<file path="src/afb_pkg.sv">
`timescale 1ns / 1ps
// Package for the ASCII frame builder: character codes, the character slot layout of a frame,
// the job record and the hex digit function. It has no dependencies.
package afb_pkg;

  localparam logic [7:0] CH_OPEN  = 8'h3C;
  localparam logic [7:0] CH_CLOSE = 8'h3E;
  localparam logic [7:0] CH_SEP   = 8'h3B;

  localparam int unsigned SLOT_W = 4;

  // Character slots of a frame: '<' CC ';' LL, then a slot that holds ';' for a header or the
  // data byte for a data item, and the trailer ';' SS '>'.
  localparam logic [SLOT_W-1:0] SLOT_OPEN     = 4'd0;
  localparam logic [SLOT_W-1:0] SLOT_CODE_HI  = 4'd1;
  localparam logic [SLOT_W-1:0] SLOT_CODE_LO  = 4'd2;
  localparam logic [SLOT_W-1:0] SLOT_SEP_A    = 4'd3;
  localparam logic [SLOT_W-1:0] SLOT_LEN_HI   = 4'd4;
  localparam logic [SLOT_W-1:0] SLOT_LEN_LO   = 4'd5;
  localparam logic [SLOT_W-1:0] SLOT_SEP_B    = 4'd6;
  localparam logic [SLOT_W-1:0] SLOT_SEP_C    = 4'd7;
  localparam logic [SLOT_W-1:0] SLOT_SUM_HI   = 4'd8;
  localparam logic [SLOT_W-1:0] SLOT_SUM_LO   = 4'd9;
  localparam logic [SLOT_W-1:0] SLOT_CLOSE    = 4'd10;

  localparam logic CMD_START = 1'b0;
  localparam logic CMD_DATA  = 1'b1;

  typedef enum logic {
    JOB_HEADER,
    JOB_DATA
  } job_kind_e;

  typedef struct packed {
    job_kind_e         kind;
    logic              trailer;
    logic [7:0]        frame_code;
    logic [7:0]        data_length;
    logic [7:0]        data_byte;
    logic [7:0]        sum;
    logic [SLOT_W-1:0] slot;
  } job_t;

  function automatic logic [7:0] hex_digit(input logic [3:0] nibble);
    logic [7:0] wide;
    wide = {4'h0, nibble};
    return (nibble < 4'd10) ? (8'h30 + wide) : (8'h37 + wide);
  endfunction

endpackage

</file>
<file path="src/afb_if.sv">
`timescale 1ns / 1ps
// Ready/valid channel interfaces for the ASCII frame builder: one for input items,
// one for output characters. They have no dependencies.
interface afb_in_if;
  logic       valid;
  logic       ready;
  logic       cmd;
  logic [7:0] frame_code;
  logic [7:0] data_length;
  logic [7:0] data_byte;

  modport source (output valid, cmd, frame_code, data_length, data_byte, input ready);
  modport sink   (input valid, cmd, frame_code, data_length, data_byte, output ready);
endinterface

interface afb_out_if;
  logic       valid;
  logic       ready;
  logic [7:0] out_char;
  logic       frame_end;

  modport source (output valid, out_char, frame_end, input ready);
  modport sink   (input valid, out_char, frame_end, output ready);
endinterface

</file>
<file path="src/ascii_frame_builder_with_checksum_unit.sv">
`timescale 1ns / 1ps
// Top level of the ASCII frame builder with additive checksum.
// Depends on afb_pkg and on the channel interfaces in afb_if.sv.
//
// The block takes items on in_i and sends the characters of the frame <CC;LL;data;SS> on
// out_o, one character per transfer, with frame_end set on the closing '>'. A start item
// (cmd = 0) sends seven header characters, or eleven when its length is zero. Each data
// item inside a frame sends its byte, and the last byte of a frame adds four trailer
// characters. A data item outside a frame is taken and dropped.
//
// An accepted item is turned into a job record at the accepting edge; its first character
// moves from the job register into the output register once the output register is free.
// The job register walks the slots one per cycle while the output is free, and a new item
// is taken in the cycle that the job hands over its last character. Data bytes flow at one
// per cycle unless out_o stalls; a start item sends 7 or 11 characters, a closing byte 5.
//
// Reset clears the checksum, the byte count, the open frame flag and both valid flags.
// When the receiver holds out_o.ready low the output register keeps its character, the
// job waits, and in_i.ready falls once the job is busy.
module ascii_frame_builder_with_checksum_unit
  import afb_pkg::*;
(
  input  logic     clk_i,
  input  logic     rst_ni,
  afb_in_if.sink   in_i,
  afb_out_if.source out_o
);

  logic       in_frame_q, in_frame_d;
  logic [7:0] sum_q, sum_d;
  logic [7:0] left_q, left_d;

  logic job_valid_q, job_valid_d;
  job_t job_q, job_d;

  logic       out_valid_q, out_valid_d;
  logic [7:0] out_char_q, out_char_d;
  logic       out_end_q, out_end_d;

  logic       out_free;
  logic       job_adv;
  logic       job_last;
  logic       in_acc;
  logic [7:0] head_sum;
  logic [7:0] data_sum;
  logic [7:0] left_dec;
  logic [7:0] slot_char;

  assign out_free = !out_valid_q || out_o.ready;
  assign job_adv  = job_valid_q && out_free;
  assign job_last = job_q.trailer ? (job_q.slot == SLOT_CLOSE) : (job_q.slot == SLOT_SEP_B);
  assign in_i.ready = !job_valid_q || (job_adv && job_last);
  assign in_acc   = in_i.valid && in_i.ready;

  assign head_sum = hex_digit(in_i.frame_code[7:4]) + hex_digit(in_i.frame_code[3:0])
                  + hex_digit(in_i.data_length[7:4]) + hex_digit(in_i.data_length[3:0])
                  + CH_SEP + CH_SEP;
  assign data_sum = sum_q + in_i.data_byte;
  assign left_dec = left_q - 8'd1;

  always_comb begin
    in_frame_d  = in_frame_q;
    sum_d       = sum_q;
    left_d      = left_q;
    job_valid_d = job_valid_q;
    job_d       = job_q;
    if (job_adv) begin
      if (job_last) begin
        job_valid_d = 1'b0;
      end else begin
        job_d.slot = job_q.slot + 4'd1;
      end
    end
    if (in_acc) begin
      if (in_i.cmd == CMD_START) begin
        sum_d             = head_sum;
        left_d            = in_i.data_length;
        in_frame_d        = (in_i.data_length != 8'd0);
        job_valid_d       = 1'b1;
        job_d.kind        = JOB_HEADER;
        job_d.trailer     = (in_i.data_length == 8'd0);
        job_d.frame_code  = in_i.frame_code;
        job_d.data_length = in_i.data_length;
        job_d.data_byte   = in_i.data_byte;
        job_d.sum         = head_sum;
        job_d.slot        = SLOT_OPEN;
      end else if (in_frame_q) begin
        sum_d             = data_sum;
        left_d            = left_dec;
        in_frame_d        = (left_dec != 8'd0);
        job_valid_d       = 1'b1;
        job_d.kind        = JOB_DATA;
        job_d.trailer     = (left_dec == 8'd0);
        job_d.frame_code  = in_i.frame_code;
        job_d.data_length = in_i.data_length;
        job_d.data_byte   = in_i.data_byte;
        job_d.sum         = data_sum;
        job_d.slot        = SLOT_SEP_B;
      end
    end
  end

  always_comb begin
    case (job_q.slot)
      SLOT_OPEN:    slot_char = CH_OPEN;
      SLOT_CODE_HI: slot_char = hex_digit(job_q.frame_code[7:4]);
      SLOT_CODE_LO: slot_char = hex_digit(job_q.frame_code[3:0]);
      SLOT_SEP_A:   slot_char = CH_SEP;
      SLOT_LEN_HI:  slot_char = hex_digit(job_q.data_length[7:4]);
      SLOT_LEN_LO:  slot_char = hex_digit(job_q.data_length[3:0]);
      SLOT_SEP_B:   slot_char = (job_q.kind == JOB_DATA) ? job_q.data_byte : CH_SEP;
      SLOT_SEP_C:   slot_char = CH_SEP;
      SLOT_SUM_HI:  slot_char = hex_digit(job_q.sum[7:4]);
      SLOT_SUM_LO:  slot_char = hex_digit(job_q.sum[3:0]);
      SLOT_CLOSE:   slot_char = CH_CLOSE;
      default:      slot_char = CH_CLOSE;
    endcase
  end

  always_comb begin
    out_valid_d = out_valid_q;
    out_char_d  = out_char_q;
    out_end_d   = out_end_q;
    if (out_free) begin
      out_valid_d = job_valid_q;
      out_char_d  = slot_char;
      out_end_d   = job_valid_q && (job_q.slot == SLOT_CLOSE);
    end
  end

  always_ff @(posedge clk_i or negedge rst_ni) begin
    if (!rst_ni) begin
      in_frame_q  <= 1'b0;
      sum_q       <= 8'd0;
      left_q      <= 8'd0;
      job_valid_q <= 1'b0;
      out_valid_q <= 1'b0;
    end else begin
      in_frame_q  <= in_frame_d;
      sum_q       <= sum_d;
      left_q      <= left_d;
      job_valid_q <= job_valid_d;
      out_valid_q <= out_valid_d;
    end
  end

  always_ff @(posedge clk_i) begin
    job_q      <= job_d;
    out_char_q <= out_char_d;
    out_end_q  <= out_end_d;
  end

  assign out_o.valid     = out_valid_q;
  assign out_o.out_char  = out_char_q;
  assign out_o.frame_end = out_end_q;

  // An open frame always expects at least one more byte.
  assert property (@(posedge clk_i) disable iff (!rst_ni) in_frame_q |-> (left_q != 8'd0))
    else $error("open frame with no bytes left");

  // The job slot never runs past the closing character.
  assert property (@(posedge clk_i) disable iff (!rst_ni)
    job_valid_q |-> (job_q.slot <= SLOT_CLOSE))
    else $error("job slot out of range");

  // A frame end is only ever flagged on the closing character.
  assert property (@(posedge clk_i) disable iff (!rst_ni)
    (out_valid_q && out_end_q) |-> (out_char_q == CH_CLOSE))
    else $error("frame end on a character other than the closing one");

  // A job that waits on a stalled output keeps its slot.
  assert property (@(posedge clk_i) disable iff (!rst_ni)
    (job_valid_q && !out_free && !in_acc) |=> $stable(job_q.slot))
    else $error("job slot moved while the output was stalled");

endmodule

</file>
<file path="src/flat_wrapper.sv">
// flat-port wrapper written by rule: the top's interface ports become plain ports
module ascii_frame_builder_with_checksum_unit_flat import afb_pkg::*;
  (clk_i, rst_ni, in_i_valid, in_i_cmd, in_i_frame_code, in_i_data_length, in_i_data_byte, in_i_ready, out_o_valid, out_o_out_char, out_o_frame_end, out_o_ready);
  afb_in_if in_i_i ();
  afb_out_if out_o_i ();
  input  logic clk_i;
  input  logic rst_ni;
  input wire logic [$bits(in_i_i.valid)-1:0] in_i_valid;
  input wire logic [$bits(in_i_i.cmd)-1:0] in_i_cmd;
  input wire logic [$bits(in_i_i.frame_code)-1:0] in_i_frame_code;
  input wire logic [$bits(in_i_i.data_length)-1:0] in_i_data_length;
  input wire logic [$bits(in_i_i.data_byte)-1:0] in_i_data_byte;
  output wire logic [$bits(in_i_i.ready)-1:0] in_i_ready;
  output wire logic [$bits(out_o_i.valid)-1:0] out_o_valid;
  output wire logic [$bits(out_o_i.out_char)-1:0] out_o_out_char;
  output wire logic [$bits(out_o_i.frame_end)-1:0] out_o_frame_end;
  input wire logic [$bits(out_o_i.ready)-1:0] out_o_ready;
  assign in_i_i.valid = in_i_valid;
  assign in_i_i.cmd = in_i_cmd;
  assign in_i_i.frame_code = in_i_frame_code;
  assign in_i_i.data_length = in_i_data_length;
  assign in_i_i.data_byte = in_i_data_byte;
  assign in_i_ready = in_i_i.ready;
  assign out_o_valid = out_o_i.valid;
  assign out_o_out_char = out_o_i.out_char;
  assign out_o_frame_end = out_o_i.frame_end;
  assign out_o_i.ready = out_o_ready;
  ascii_frame_builder_with_checksum_unit u_core (.clk_i(clk_i), .rst_ni(rst_ni), .in_i(in_i_i), .out_o(out_o_i));
endmodule
</file>
<file path="config.mk">
export PLATFORM = sky130hd
export DESIGN_NAME = ascii_frame_builder_with_checksum_unit_flat
export DESIGN_NICKNAME = d
export VERILOG_FILES = /design/src/afb_pkg.sv /design/src/afb_if.sv /design/src/ascii_frame_builder_with_checksum_unit.sv /design/src/flat_wrapper.sv
export SDC_FILE = /design/constraint.sdc
export NUM_CORES = 1
export LEC_CHECK = 0
export ABC_AREA = 1
export BUFFER_PORTS_ARGS = -buffer_cell sky130_fd_sc_hd__buf_2
export CAP_MARGIN = 20
export CELL_PAD_IN_SITES_DETAIL_PLACEMENT = 1
export CELL_PAD_IN_SITES_GLOBAL_PLACEMENT = 1
export CORE_MARGIN = 2
export CORE_UTILIZATION = 36
export CTS_BUF_LIST = sky130_fd_sc_hd__clkbuf_8
export DETAILED_ROUTE_END_ITERATION = 6
export GPL_TIMING_DRIVEN = 0
export PLACE_DENSITY = 0.66
export SYNTH_ARGS = -nofsm -noshare
export SYNTH_HDL_FRONTEND = slang
export SYNTH_SLANG_ARGS = --single-unit
</file>
<file path="constraint.sdc">
create_clock -name clk_i -period 3.98 [get_ports clk_i]
set_input_delay 0.796 -clock clk_i [delete_from_list [all_inputs] [get_ports clk_i]]
set_output_delay 0.796 -clock clk_i [all_outputs]
set_load 0.05 [all_outputs]
</file>
==> metrics <==
status finished, final reports clean; final worst setup slack 74.5 ps; drt first pass iters 4; Slew @ Worst Pin 524 ps; DPL Wire Length 11,500 um; Setup-failing EPs final 0; Nets 794; CTS buffer count 9; Clock Sink Count 66; Seq/Total Area, Yosys 0.364; Crit path largest cell delay 550 ps; antenna violations before repair 0; crit path DAT 4130 ps; crit path max fanout 4; GR Overflow Total 0; CP Launch Type input port; #FFs+latches synth 66; Setup CP Type in -> reg; Worst Hold Class in -> async; f_max 256 MHz; Port Buf Inserts 39; n_diodes 0; # fillers 1,689; drt drc 0; drt total wl 14,200 um; Synth area leaders edfxtp_1 (25%), nand2_1 (10%), dfrtp_1 (9.4%); synth-to-layout area growth 17.1%; Yosys top cell area share 0.255; pwr dens 730 mW/mm^2; CTS tree done; initial core utilization 0.367; largest net degree at the start of global routing 44; Setup crit end kind flop; Routed Antenna Nets 0; Post-Syn Instances 654; Final period util 0.981; Fin Hold WS 375 ps; Setup WS pre-CTS -691 ps; worst-case clock buffer depth 2; DR WL met3 422 um; Final Hold Vio Count 0; crit path time final 3910 ps; count of cell types in the netlist 40; Post-CTS Hold Buffers 0; main flop type after synthesis edfxtp_1; vias in the first global route 4,705; row count 43; via count 4,375; Die Ht 123 um; Avg Cell Area, Syn 7.76 um^2; Net Count, Synth 734; Max IR drop VDD 0.257 mV; Die W 123 um; Yosys top cell by area edfxtp_1; Max Cap Viol 0; Clock Skews 14.5 ps; Routed wire per std cell 15.8 um; Max Slew Vio Count 0; H-tree Lvls 3; core area 0.0138 mm^2; I/O pin cnt 40; CTS root buf clkbuf_8; met2 WL 7310 um; vias per std cell 4.87; fraction of registers with async set/reset 0.288; Worst path slowest cell fa_1; leakage 2.93 nW; unrepaired setup endpoints after global routing true; CP required 4200 ps; first-pass GRT wire length 23,300 um; top layer in use met4; mapped cell area 0.00507 mm^2; total track usage 0.203; gpl congestion 0.847; Slew headroom 0.647; die area 0.0151 mm^2; crit-path most repeated cell nand2_1; share of cells above drive strength 1 0.150; Reg clk slew, reported paths 90 ps; Iter 0 DRT Violations 156; multi-input logic area 0.00275 mm^2; ordered cell list for the critical path buf_6 -> clkinvlp_4 -> ha_4 -> a21oi_4 -> o21ai_1 -> o21ai_1 -> ha_1 -> fa_1 -> fa_1 -> inv_1 -> ha_2 -> fa_2 -> nand2_1 -> nand2_1 -> a21oi_2 -> xnor2_1 -> nand2_1 -> a21oi_2; FF/Latch Area 0.00185 mm^2; met1 wire length 6240 um; number of flops mapped to enable cells by yosys 43; worst r2r path cells 9; Clock Latency Late Sink 370 ps; Synth warnings 0
critical path, delay by kind of cell:
kind                       cells  cell delay (ps)
AOI/OAI and AO/OA              5              630
and+or+nand+nor                3              260
xor gates and xnor gates       1              140
adders and majority gates      6             2060
buffers and inverters          3              250
kinds of logic (layout without fill, tap and decap cells):
group           count (synthesis)  in the layout  synth area share
xor+xnor                       15             15            0.0259
simple gates                  270            270             0.227
compound gates                113            113             0.124
flops                          66             66             0.364
buf+inv                       139            204             0.111
fa+ha+maj                      51             51             0.148
stage by stage:
stage                util  total power [mW]  TNS, ps  cell area [um^2]  cells
global placement    0.399              3.50    -4570              5520    873
floorplan               -              2.94    -1.06              5100    654
global route        0.430              4.73     -235              5940    899
detailed placement  0.399              3.59    -5060              5520    873
CTS                 0.425              4.35        0              5880    897
finish              0.430              4.34        0              5940    899
synthesized netlist by cell type (12+ instances only):
library cell	count
xor2_1	12
inv_1	125
a21oi_1	34
nand2_1	141
ha_1	36
nor2_1	71
o21ai_0	53
nand3_1	35
dfrtp_1	19
edfxtp_1	43
fa_1	15
per-layer routing:
metal / global-route usage / vias to the layer above
li1: - / 2216
met2: 0.364 / 59
met5: 0 / -
met4: 0.0618 / 0
met1: 0.247 / 2079
met3: 0.0381 / 21
cells in the final DEF (no fill, tap or decap), types with 10 or more instances in the layout:
cell type  count
a21oi_1       29
buf_2         40
buf_4         10
dfrtp_1       19
edfxtp_1      43
fa_1          13
ha_1          33
inv_1        120
nand2_1      141
nand3_1       34
nor2_1        71
o21ai_0       48
o21ai_1       10
xor2_1        12
state kept, by name (all words and copies together) (netlist names):
name	flops
u_core.job_q	38
u_core.job_valid_q	1
u_core.in_frame_q	1
u_core.out_o.out_char	8
u_core.sum_q	8
u_core.out_o.frame_end	1
u_core.out_o.valid	1
u_core.left_q	8
layout make-up:
cell class,count,area share
multi-input cells,449,0.463
flip-flops and latches,66,0.311
inverters,128,0.0836
repair buffers,49,0.0482
well taps,180,0.0379
clock inverters,7,0.0213
clock buffers,9,0.0209
plain buffers,11,0.0139
worst paths after layout:
| path | slack [ps] | from | end |
|---|---|---|---|
| max in group asynchronous | 3260 | rst_ni | u_core.left_q[7] |
| hold reg to reg | 480 | u_core.sum_q[5] | u_core.sum_q[5] |
| min in group clk_i | 480 | u_core.sum_q[5] | u_core.sum_q[5] |
| setup / recovery | 70 | in_i_data_length[4] | u_core.job_q[10] |
| hold / removal | 370 | rst_ni | u_core.out_o.valid |
| setup reg to reg | 1740 | u_core.job_q[0] | u_core.job_q[25] |
report_power, final:
| part | internal [mW] | switching, mW | total, mW |
|---|---|---|---|
| clock network | 0.422 | 0.303 | 0.726 |
| logic | 0.803 | 1.58 | 2.39 |
| registers | 1.07 | 0.152 | 1.23 |
timing repair:
action / 4_1_cts / 5_1_grt
pin swaps: 5 / 14
endpoints found under the setup margin: 7 / 8
setup buffers: 8 / 2
resized for setup: 14 / 10
Power figures use the tool's default switching activity.
